$ cat config.mk
export PLATFORM = sky130hd
export DESIGN_NAME = set_assoc_lru_cache_tags
export DESIGN_NICKNAME = d
export VERILOG_FILES = /design/src/sv/salru_pkg.sv /design/src/sv/set_assoc_lru_cache_tags.sv /design/src/sv/salru_scan.sv
export SDC_FILE = /design/constraint.sdc
export NUM_CORES = 2
export LEC_CHECK = 0
export BUFFER_PORTS_ARGS = -buffer_cell sky130_fd_sc_hd__buf_2
export CAP_MARGIN = 20
export CORE_MARGIN = 3
export CORE_UTILIZATION = 48
export DETAILED_ROUTE_END_ITERATION = 10
export PLACE_DENSITY_LB_ADDON = 0.1
export SYNTH_ARGS = -nofsm -noshare
export SYNTH_HDL_FRONTEND = slang
export SYNTH_SLANG_ARGS = --single-unit
$ cat constraint.sdc
create_clock -name clk -period 34.5 [get_ports clk]
set_clock_uncertainty 0.1 [all_clocks]
set_input_delay 5.175 -clock clk [delete_from_list [all_inputs] [get_ports clk]]
set_output_delay 5.175 -clock clk [all_outputs]
set_load 0.05 [all_outputs]
$ cat src/sv/salru_pkg.sv
// Package for the set-associative LRU tag store.
// Holds the default parameters, the register reset value, state and outcome codes.
// No dependencies.
package salru_pkg;

  // Defaults for the top-level parameters.
  localparam int DEF_SET_BITS   = 4;
  localparam int DEF_WAYS       = 4;
  localparam int DEF_TAG_BITS   = 32;
  localparam int DEF_STAMP_BITS = 31;

  // Fixed field widths of the ports.
  localparam int CFG_W     = 3;
  localparam int CNT_W     = 32;
  localparam int WAY_OUT_W = 2;

  localparam logic [CFG_W-1:0] WAYS_IN_USE_RESET = 3'd4;

  // Sequencer states.
  typedef enum logic [1:0] {
    ST_IDLE,
    ST_SCAN,
    ST_WRITE
  } state_t;

  // Access outcome codes.
  typedef enum logic [1:0] {
    OUT_HIT   = 2'd0,
    OUT_FILL  = 2'd1,
    OUT_EVICT = 2'd2
  } outcome_t;

  // Status flags gathered by the way scan.
  typedef struct packed {
    logic found;
    logic have_free;
  } scan_flags_t;

endpackage

$ cat src/sv/set_assoc_lru_cache_tags.sv
// Top level of the set-associative tag store with LRU replacement.
// Holds the set memory, valid bits, counters and sequencer; uses salru_scan.
// Depends on salru_pkg.
//
//   channel  | handshake                 | word
//   ---------+---------------------------+-----------------------------------
//   access   | start, busy               | set_sel, tag, timestamp
//   result   | done (one-cycle strobe)   | outcome, way_used, *_total
//   config   | cfg_valid, cfg_ready      | cfg_data (ways_in_use)
//
// The result strobe follows the scan over the effective ways_in_use (the
// configured count clamped to 1..WAYS) and the write-back into the set memory.
// busy drops in the cycle that shows the result, so the next access can be
// taken in that cycle. Reset clears valid bits, counters and the register; the
// memory contents are left alone. The result side has no stall.
module set_assoc_lru_cache_tags
  import salru_pkg::*;
#(
  parameter int SET_BITS   = DEF_SET_BITS,
  parameter int WAYS       = DEF_WAYS,
  parameter int TAG_BITS   = DEF_TAG_BITS,
  parameter int STAMP_BITS = DEF_STAMP_BITS
) (
  input  logic                  clk,
  input  logic                  rst,
  input  logic                  start,
  output logic                  busy,
  input  logic [SET_BITS-1:0]   set_sel,
  input  logic [TAG_BITS-1:0]   tag,
  input  logic [STAMP_BITS-1:0] timestamp,
  output logic                  done,
  output logic [1:0]            outcome,
  output logic [WAY_OUT_W-1:0]  way_used,
  output logic [CNT_W-1:0]      hits_total,
  output logic [CNT_W-1:0]      misses_total,
  output logic [CNT_W-1:0]      evictions_total,
  input  logic                  cfg_valid,
  output logic                  cfg_ready,
  input  logic [CFG_W-1:0]      cfg_data
);

  localparam int NUM_SETS = 1 << SET_BITS;
  localparam int WAY_W    = (WAYS > 1) ? $clog2(WAYS) : 1;
  localparam int WCNT_W   = $clog2(WAYS + 1);
  localparam int CMP_W    = (WCNT_W > CFG_W) ? WCNT_W : CFG_W;
  localparam int ENT_W    = TAG_BITS + STAMP_BITS;

  // Set memory: one row per set, each way holds {tag, stamp}.
  logic [WAYS-1:0][ENT_W-1:0] mem [NUM_SETS];
  logic [WAYS-1:0]            valid_bits [NUM_SETS];

  state_t                     state;
  state_t                     state_next;
  logic [CFG_W-1:0]           ways_in_use;
  logic [WAYS-1:0][ENT_W-1:0] rd_row;
  logic [WAYS-1:0]            rd_valid;
  logic [SET_BITS-1:0]        acc_set;
  logic [TAG_BITS-1:0]        acc_tag;
  logic [STAMP_BITS-1:0]      acc_stamp;
  logic [WAY_W-1:0]           acc_last;
  logic [WAY_W-1:0]           way_idx;
  logic [CNT_W-1:0]           hit_ctr;
  logic [CNT_W-1:0]           miss_ctr;
  logic [CNT_W-1:0]           evict_count;
  outcome_t                   outcome_q;

  logic                       accept;
  logic                       scan_step;
  logic                       mem_we;
  logic [CMP_W-1:0]           cfg_ext;
  logic [WAY_W-1:0]           last_way;
  logic [ENT_W-1:0]           cur_ent;
  scan_flags_t                flags;
  logic [WAY_W-1:0]           hit_way;
  logic [WAY_W-1:0]           free_way;
  logic [WAY_W-1:0]           lru_way;
  logic [WAY_W-1:0]           sel_way;
  outcome_t                   sel_outcome;
  logic [WAYS-1:0][ENT_W-1:0] new_row;
  logic [WAY_W+1:0]           way_ext;

  assign busy      = (state != ST_IDLE);
  assign accept    = start && !busy;
  assign cfg_ready = 1'b1;

  // Clamp the configured way count to 1..WAYS and keep the last way index.
  assign cfg_ext = CMP_W'(ways_in_use);
  always_comb begin
    if (cfg_ext == '0) begin
      last_way = '0;
    end else if (cfg_ext > CMP_W'(WAYS)) begin
      last_way = WAY_W'(WAYS - 1);
    end else begin
      last_way = WAY_W'(cfg_ext - CMP_W'(1));
    end
  end

  // Configuration register.
  always_ff @(posedge clk) begin
    if (rst) begin
      ways_in_use <= WAYS_IN_USE_RESET;
    end else if (cfg_valid && cfg_ready) begin
      ways_in_use <= cfg_data;
    end
  end

  // State register.
  always_ff @(posedge clk) begin
    if (rst) begin
      state <= ST_IDLE;
    end else begin
      state <= state_next;
    end
  end

  // Next state and strobes of the sequencer.
  always_comb begin
    state_next = state;
    scan_step  = 1'b0;
    mem_we     = 1'b0;
    case (state)
      ST_IDLE: begin
        if (start) begin
          state_next = ST_SCAN;
        end
      end
      ST_SCAN: begin
        scan_step = 1'b1;
        if (way_idx == acc_last) begin
          state_next = ST_WRITE;
        end
      end
      ST_WRITE: begin
        mem_we     = 1'b1;
        state_next = ST_IDLE;
      end
      default: begin
        state_next = ST_IDLE;
      end
    endcase
  end

  // Capture the access word and read the set row on acceptance.
  always_ff @(posedge clk) begin
    if (accept) begin
      rd_row    <= mem[set_sel];
      rd_valid  <= valid_bits[set_sel];
      acc_set   <= set_sel;
      acc_tag   <= tag;
      acc_stamp <= timestamp;
      acc_last  <= last_way;
    end
  end

  // Way counter for the scan.
  always_ff @(posedge clk) begin
    if (rst) begin
      way_idx <= '0;
    end else if (accept) begin
      way_idx <= '0;
    end else if (scan_step) begin
      way_idx <= way_idx + WAY_W'(1);
    end
  end

  assign cur_ent = rd_row[way_idx];

  salru_scan #(
    .WAYS       (WAYS),
    .TAG_BITS   (TAG_BITS),
    .STAMP_BITS (STAMP_BITS)
  ) u_scan (
    .clk       (clk),
    .rst       (rst),
    .step      (scan_step),
    .first     (way_idx == '0),
    .way       (way_idx),
    .ent_valid (rd_valid[way_idx]),
    .ent_tag   (cur_ent[ENT_W-1:STAMP_BITS]),
    .ent_stamp (cur_ent[STAMP_BITS-1:0]),
    .req_tag   (acc_tag),
    .flags     (flags),
    .hit_way   (hit_way),
    .free_way  (free_way),
    .lru_way   (lru_way)
  );

  // Pick the way and outcome from the scan, and build the updated row.
  always_comb begin
    if (flags.found) begin
      sel_way     = hit_way;
      sel_outcome = OUT_HIT;
    end else if (flags.have_free) begin
      sel_way     = free_way;
      sel_outcome = OUT_FILL;
    end else begin
      sel_way     = lru_way;
      sel_outcome = OUT_EVICT;
    end
    new_row          = rd_row;
    new_row[sel_way] = {acc_tag, acc_stamp};
  end

  assign way_ext = {2'b00, sel_way};

  // Write the row back into the set memory.
  always_ff @(posedge clk) begin
    if (mem_we) begin
      mem[acc_set] <= new_row;
    end
  end

  // Valid bits are flops so that reset clears every line at once.
  always_ff @(posedge clk) begin
    if (rst) begin
      for (int s = 0; s < NUM_SETS; s++) begin
        valid_bits[s] <= '0;
      end
    end else if (mem_we) begin
      valid_bits[acc_set][sel_way] <= 1'b1;
    end
  end

  // Saturating counters.
  always_ff @(posedge clk) begin
    if (rst) begin
      hit_ctr     <= '0;
      miss_ctr    <= '0;
      evict_count <= '0;
    end else if (mem_we) begin
      if (sel_outcome == OUT_HIT) begin
        if (hit_ctr != '1) begin
          hit_ctr <= hit_ctr + CNT_W'(1);
        end
      end else begin
        if (miss_ctr != '1) begin
          miss_ctr <= miss_ctr + CNT_W'(1);
        end
        if (sel_outcome == OUT_EVICT && evict_count != '1) begin
          evict_count <= evict_count + CNT_W'(1);
        end
      end
    end
  end

  // Result strobe and result word.
  always_ff @(posedge clk) begin
    if (rst) begin
      done <= 1'b0;
    end else begin
      done <= mem_we;
    end
  end

  always_ff @(posedge clk) begin
    if (mem_we) begin
      outcome_q <= sel_outcome;
      way_used  <= way_ext[WAY_OUT_W-1:0];
    end
  end

  assign outcome         = outcome_q;
  assign hits_total      = hit_ctr;
  assign misses_total    = miss_ctr;
  assign evictions_total = evict_count;

endmodule

$ cat src/sv/salru_scan.sv
// Way scan unit: looks at one way of the selected set per cycle.
// Tracks the first hit, the first invalid way and the oldest stamp.
// Depends on salru_pkg.
module salru_scan
  import salru_pkg::*;
#(
  parameter int WAYS       = DEF_WAYS,
  parameter int TAG_BITS   = DEF_TAG_BITS,
  parameter int STAMP_BITS = DEF_STAMP_BITS,
  localparam int WAY_W     = (WAYS > 1) ? $clog2(WAYS) : 1
) (
  input  logic                  clk,
  input  logic                  rst,
  input  logic                  step,
  input  logic                  first,
  input  logic [WAY_W-1:0]      way,
  input  logic                  ent_valid,
  input  logic [TAG_BITS-1:0]   ent_tag,
  input  logic [STAMP_BITS-1:0] ent_stamp,
  input  logic [TAG_BITS-1:0]   req_tag,
  output scan_flags_t           flags,
  output logic [WAY_W-1:0]      hit_way,
  output logic [WAY_W-1:0]      free_way,
  output logic [WAY_W-1:0]      lru_way
);

  logic [STAMP_BITS-1:0] best_stamp;
  logic                  hit_now;

  // A way hits when it holds a valid line with the requested tag.
  assign hit_now = ent_valid && (ent_tag == req_tag);

  // Flags restart on the first way of each access.
  always_ff @(posedge clk) begin
    if (rst) begin
      flags <= '0;
    end else if (step) begin
      if (first) begin
        flags.found     <= hit_now;
        flags.have_free <= !ent_valid;
      end else begin
        if (hit_now) begin
          flags.found <= 1'b1;
        end
        if (!ent_valid) begin
          flags.have_free <= 1'b1;
        end
      end
    end
  end

  // Way numbers and the running minimum; lower ways win ties.
  always_ff @(posedge clk) begin
    if (step) begin
      if (first) begin
        hit_way    <= way;
        free_way   <= way;
        lru_way    <= way;
        best_stamp <= ent_stamp;
      end else begin
        if (hit_now && !flags.found) begin
          hit_way <= way;
        end
        if (!ent_valid && !flags.have_free) begin
          free_way <= way;
        end
        if (ent_stamp < best_stamp) begin
          best_stamp <= ent_stamp;
          lru_way    <= way;
        end
      end
    end
  end

endmodule
# ---- After elaboration in Yosys (flattened, before gate mapping)
# Memories as Yosys holds them, arrays and structs flattened. A register that Yosys moved wholly into a read port is not among the register bits.
# Cells that the tools add are included.
# W data, S select, Z words.
dict set report totals {
  regBits 216
  latch_bits 0
  mem_bits_rw 4096
  rom_bits 0
  elab_cells 112
  memories 2
}
dict set report op_classes {
  add_sub_neg 5
  multipliers 0
  div_mod_pow 0
  n_lt_le_gt_ge 5
  eq_ne 11
  shifts 0
  n_mux 39
  n_bitwise 1
  n_reduce_logical 30
}
# memory words width read_ports rd_clocked_by_memory_dff write_ports line_no
set memory_table {}
lappend memory_table {mem 16 252 1 1 1 set_assoc_lru_cache_tags.sv:49} ;# logic [WAYS-1:0][ENT_W-1:0] mem [NUM_SETS];
lappend memory_table {valid_bits 16 4 1 1 16 set_assoc_lru_cache_tags.sv:50} ;# logic [WAYS-1:0] valid_bits [NUM_SETS];
# cell n
set op_table {}
lappend op_table {{$bwmux W252} 1}
lappend op_table {{$bmux W63 S2} 1}
lappend op_table {{$demux W63 S2} 1}
lappend op_table {{$mux W63} 2}
lappend op_table {{$add A32 B1 Y32 const B} 3}
lappend op_table {{$ne A32 B32 Y1 const B} 3}
lappend op_table {{$mux W31} 2}
lappend op_table {{$eq A32 B32 Y1} 1}
lappend op_table {{$lt A31 B31 Y1} 1}
lappend op_table {{$mux W2} 14}
lappend op_table {{$mux W4} 4}
lappend op_table {{$reduce_and A2 Y1} 6}
lappend op_table {{$mux W1} 11}
lappend op_table {{$reduce_bool A2 Y1} 5}
lappend op_table {{$reduce_and A3 Y1} 3}
lappend op_table {{$logic_and A1 B1 Y1} 6}
lappend op_table {{$logic_not A2 Y1} 3}
lappend op_table {{$lt A2 B3 Y1 const B} 2}
lappend op_table {{$eq A2 B2 Y1 const B} 2}
lappend op_table {{$logic_not A1 Y1} 4}
lappend op_table {{$ne A2 B2 Y1 const B} 2}
lappend op_table {{$pmux W2 S2} 1}
lappend op_table {{$reduce_or A4 Y1} 1}
lappend op_table {{$gt A3 B3 Y1 const B} 1}
lappend op_table {{11 further kinds} 11}

# ---- Logic depth before layout (Yosys ltp)
dict set report depth {
  word_depth 9
  ltp_mapped 14
  depth_no_buf 9
}

# ---- By module
# From an unflattened synthesis, not the netlist that was laid out.
dict set report unflattened {
  hier_cells 7504
  hier_area_um2 175504.6
}
# module instances cells_each area_per_inst_um2
set by_module_without_submodules {}
lappend by_module_without_submodules {set_assoc_lru_cache_tags 1 7309 173197.4}
lappend by_module_without_submodules {salru_scan 1 195 2307.2}

# ---- Least setup slack after synthesis
# Ideal clock, no wire load.
dict set report synth_timing {
  path_kind {input to register}
  from {input start}
  to {register acc_last[0] (enable)}
  setup_time_ns 1.024
  arrival_time_ns 18.630
  slack_ns 14.746
  stages 2
  n_path_buf 0
  path_cell_list {inv_1 -> nor2_1}
}
dict set report synth_between {
  elab_chain_cells 1
}
# item line_no
set synth_lines {}
lappend synth_lines {{start, declared} set_assoc_lru_cache_tags.sv:26} ;# input logic start,
lappend synth_lines {{$logic_and A1 B1 Y1} set_assoc_lru_cache_tags.sv:83} ;# assign accept = start && !busy;
lappend synth_lines {{net accept} set_assoc_lru_cache_tags.sv:67} ;# logic accept;
lappend synth_lines {{end signal, assigned} set_assoc_lru_cache_tags.sv:151} ;# acc_last <= last_way;
lappend synth_lines {{end, declared} set_assoc_lru_cache_tags.sv:60} ;# logic [WAY_W-1:0] acc_last;
# The timed path passes the listed nets, and every way through them passes these cells.
# A chain may end at the register's enable or synchronous reset.

==> reports/results.ini <==
[setup_path]
worstSetupEndpoint=rd_row[48]
cp_slowest_cell=buf_4
critical_path.n_buffers_inverters=6
cp_data_arrival_time_ps=10850
worst_ep_required_time_ps=35060
regToRegStartpoint=way_idx[0]
rrSetupSlack_ps=28800
critical_path.startpoint_type=input pin
r2r-end=u_scan.hit_way[1]
cp_max_fo=86
rr_worst_depth=10
end_kind=flop
cp_slowest_stage_delay_ps=820
cp_common_cell=buf_4
cp-startpoint=set_sel[1]
crit_type=input pin to flop
worstSetupPathDepth=8
crit_chain=buf_8 > buf_4 > buf_4 > buf_4 > buf_4 > buf_4 > mux4_2 > mux4_2
critPathTopFamily=buffers and inverters

[global_routing]
grt_pass1_vias=85043
grt_max_degree=127
grt_use_met2=0.386
grt_util_all_layers=0.236
grt_pass1_wl_um=627000
top_usage_layer=met2
grt-ovfl-total=0
grtUsageMet3=0.0364
use_met1=0.331
antenna_found_initial=22

[cells_and_area]
final_common_cell=edfxtp_1
drive_above_1_share=0.294
nets=8265
syn_to_final_growth_pct=12.9
layout_common_cells=4398 x edfxtp_1, 1311 x mux4_2, 480 x clkbuf_16, 430 x nand2_1, 191 x buf_4
fillerInstances=27187

[timing]
post-route-min-period_ps=10290
rsz0062_at_grt=false
finalCritPeriodShare=0.298
fmax_mhz=97.2
finalSetupViolCount=0
maxSlewViolCount=0
finalHoldViolCount=0
tightest_slew_ps=1070
timing.final.ws_setup_ps=24210
relSlewSlack=0.288
tns_ps=0

[die]
initial_core_util=0.483
dieArea_um2=372000
ios=177
fp.coreArea_um2=363000
die_x_um=610
die_height_um=610
row_count=221

[drt]
vias_per_cell=6.12
drt_iter0_drc=8887
routedWlPerCell_um=32.8
drc=0
ant_nets=0
vias=81747
dr.pass1.iters=6
totalWireLength_um=438000

[power]
power_density_nw_per_um2=60.8
total_power_mw=12.0
peakVddDrop_mv=0.0541
p_leak_nw=62.4

[synthesis]
synth-compound-area-share=0.00747
synth_top_family_by_area=multiplexers
synth-main-ff-cell=edfxtp_1
synth_fa_ha_area_frac=0.00250
syn_nets=7799
yosysSeqAreaShare=0.774
synth-simple-area-share=0.0196
synth_xor_area_frac=0.00496
synth_cell_types=58
synth_mux_area_frac=0.180
synth-seq-cells=4568
synth_edf_count=4398
netlist_instances=7690
mappedNetlistArea_um2=175000
async_flop_share=0
ys_warn_count=0
postSynthAreaPerCell_um2=22.8

[run_status]
status=complete, no violations

[cts]
cts_buffer_depth=4
cts.htree.levels=5
cts.clk_slew.worst_paths_ps=60
cts-buffers-inserted=469
cts.sinks=4568
tritoncts=done
post_cts_resized=0
postCtsHoldBufs=0
clockRootBuffer=clkbuf_16
clk_latency_ps=990
post_cts_buffers=0

[placed_design]
post-place-ws_ps=23200
place.gp.congestion=0.752
portBuffers=175
dp_hpwl_um=217000

[run]
cap_violations=0

[hold_path]
hold_path.class=flop to flop
holdCritStartpoint=valid_bits[1][3]

final cells by class:
type,instances,area [um2],share of cell area
Antenna cell,3,7.51,0.0000380
Clock buffer,574,12400,0.0627
Clock inverter,306,2910,0.0147
Inverter,118,443,0.00224
Multi-Input combinational cell,2616,37700,0.191
Sequential cell,4568,135000,0.686
Tap cell,4794,6000,0.0304
Timing Repair Buffer,383,2680,0.0135
worst min-delay path by stage:
stage	to	slack (ps)	depth (start not counted)
final	valid_bits[1][3]	370	2
after global routing	valid_bits[2][1]	380	2
after CTS	valid_bits[1][3]	360	2
after detailed placement	valid_bits[1][3]	360	2
after global placement	valid_bits[8][3]	340	2
after floorplan	valid_bits[10][3]	340	2
where the power goes:
part | leakage [nW] | total, mW | internal, mW | switching (mW)
logic | 13.7 | 0.669 | 0.222 | 0.446
clock network | 7.47 | 5.03 | 2.93 | 2.10
registers | 41.1 | 6.32 | 6.28 | 0.0404
metrics by stage:
stage               std cells   util  hold slack, ps  area, um2
global placement        12473  0.503             344     182000
CTS                     13357  0.545             365     198000
global route            13360  0.545             383     198000
floorplan                7690      -             337     175000
finish                  13362  0.545             367     198000
detailed placement      12477  0.503             356     182000
cell families (layout without fill, tap and decap cells):
group           after synthesis  after routing
other cells                   1              4
xor+xnor                     99             99
compound gates              209            209
buf+inv                     506           1381
fa+ha+maj                    35             35
simple gates                782            782
flops                      4568           4568
mux                        1490           1490
Yosys cell counts (all sizes together) (54+ instances only):
library cell	n	area [um2]
mux2i	54	541
o22ai	71	444
buf	156	661
clkbuf	232	871
dfxtp	170	3400
nand2	433	1630
nor2	144	541
xor2	72	631
edfxtp	4398	132000
inv	117	439
mux2	125	1410
mux4	1311	29500
tightest hold or removal path, delay by kind of cell (launching register included):
kind / cells / cell delay [ps]
AO/OA/AOI/OAI: 1 / 60
buffers and inverters: 1 / 50
flip-flops: 1 / 310
flip-flops by register name, summed over array words and instances (netlist names), 3 cells and up:
| name | cells |
|---|---|
| acc_set | 4 |
| acc_tag | 32 |
| hits_total | 32 |
| u_scan.best_stamp | 31 |
| rd_row | 252 |
| acc_stamp | 31 |
| mem | 4032 |
| evictions_total | 32 |
| rd_valid | 4 |
| misses_total | 32 |
| valid_bits | 64 |
| cfg_ext | 3 |
per-layer routing:
| layer | part of all wire | vias to the layer above |
|---|---|---|
| met2 | 0.49 | 2918 |
| met3 | 0.066 | 717 |
| met5 | 0.00014 | - |
| met1 | 0.41 | 44788 |
| met4 | 0.032 | 10 |
| li1 | - | 33314 |
Power figures use the tool's default switching activity.
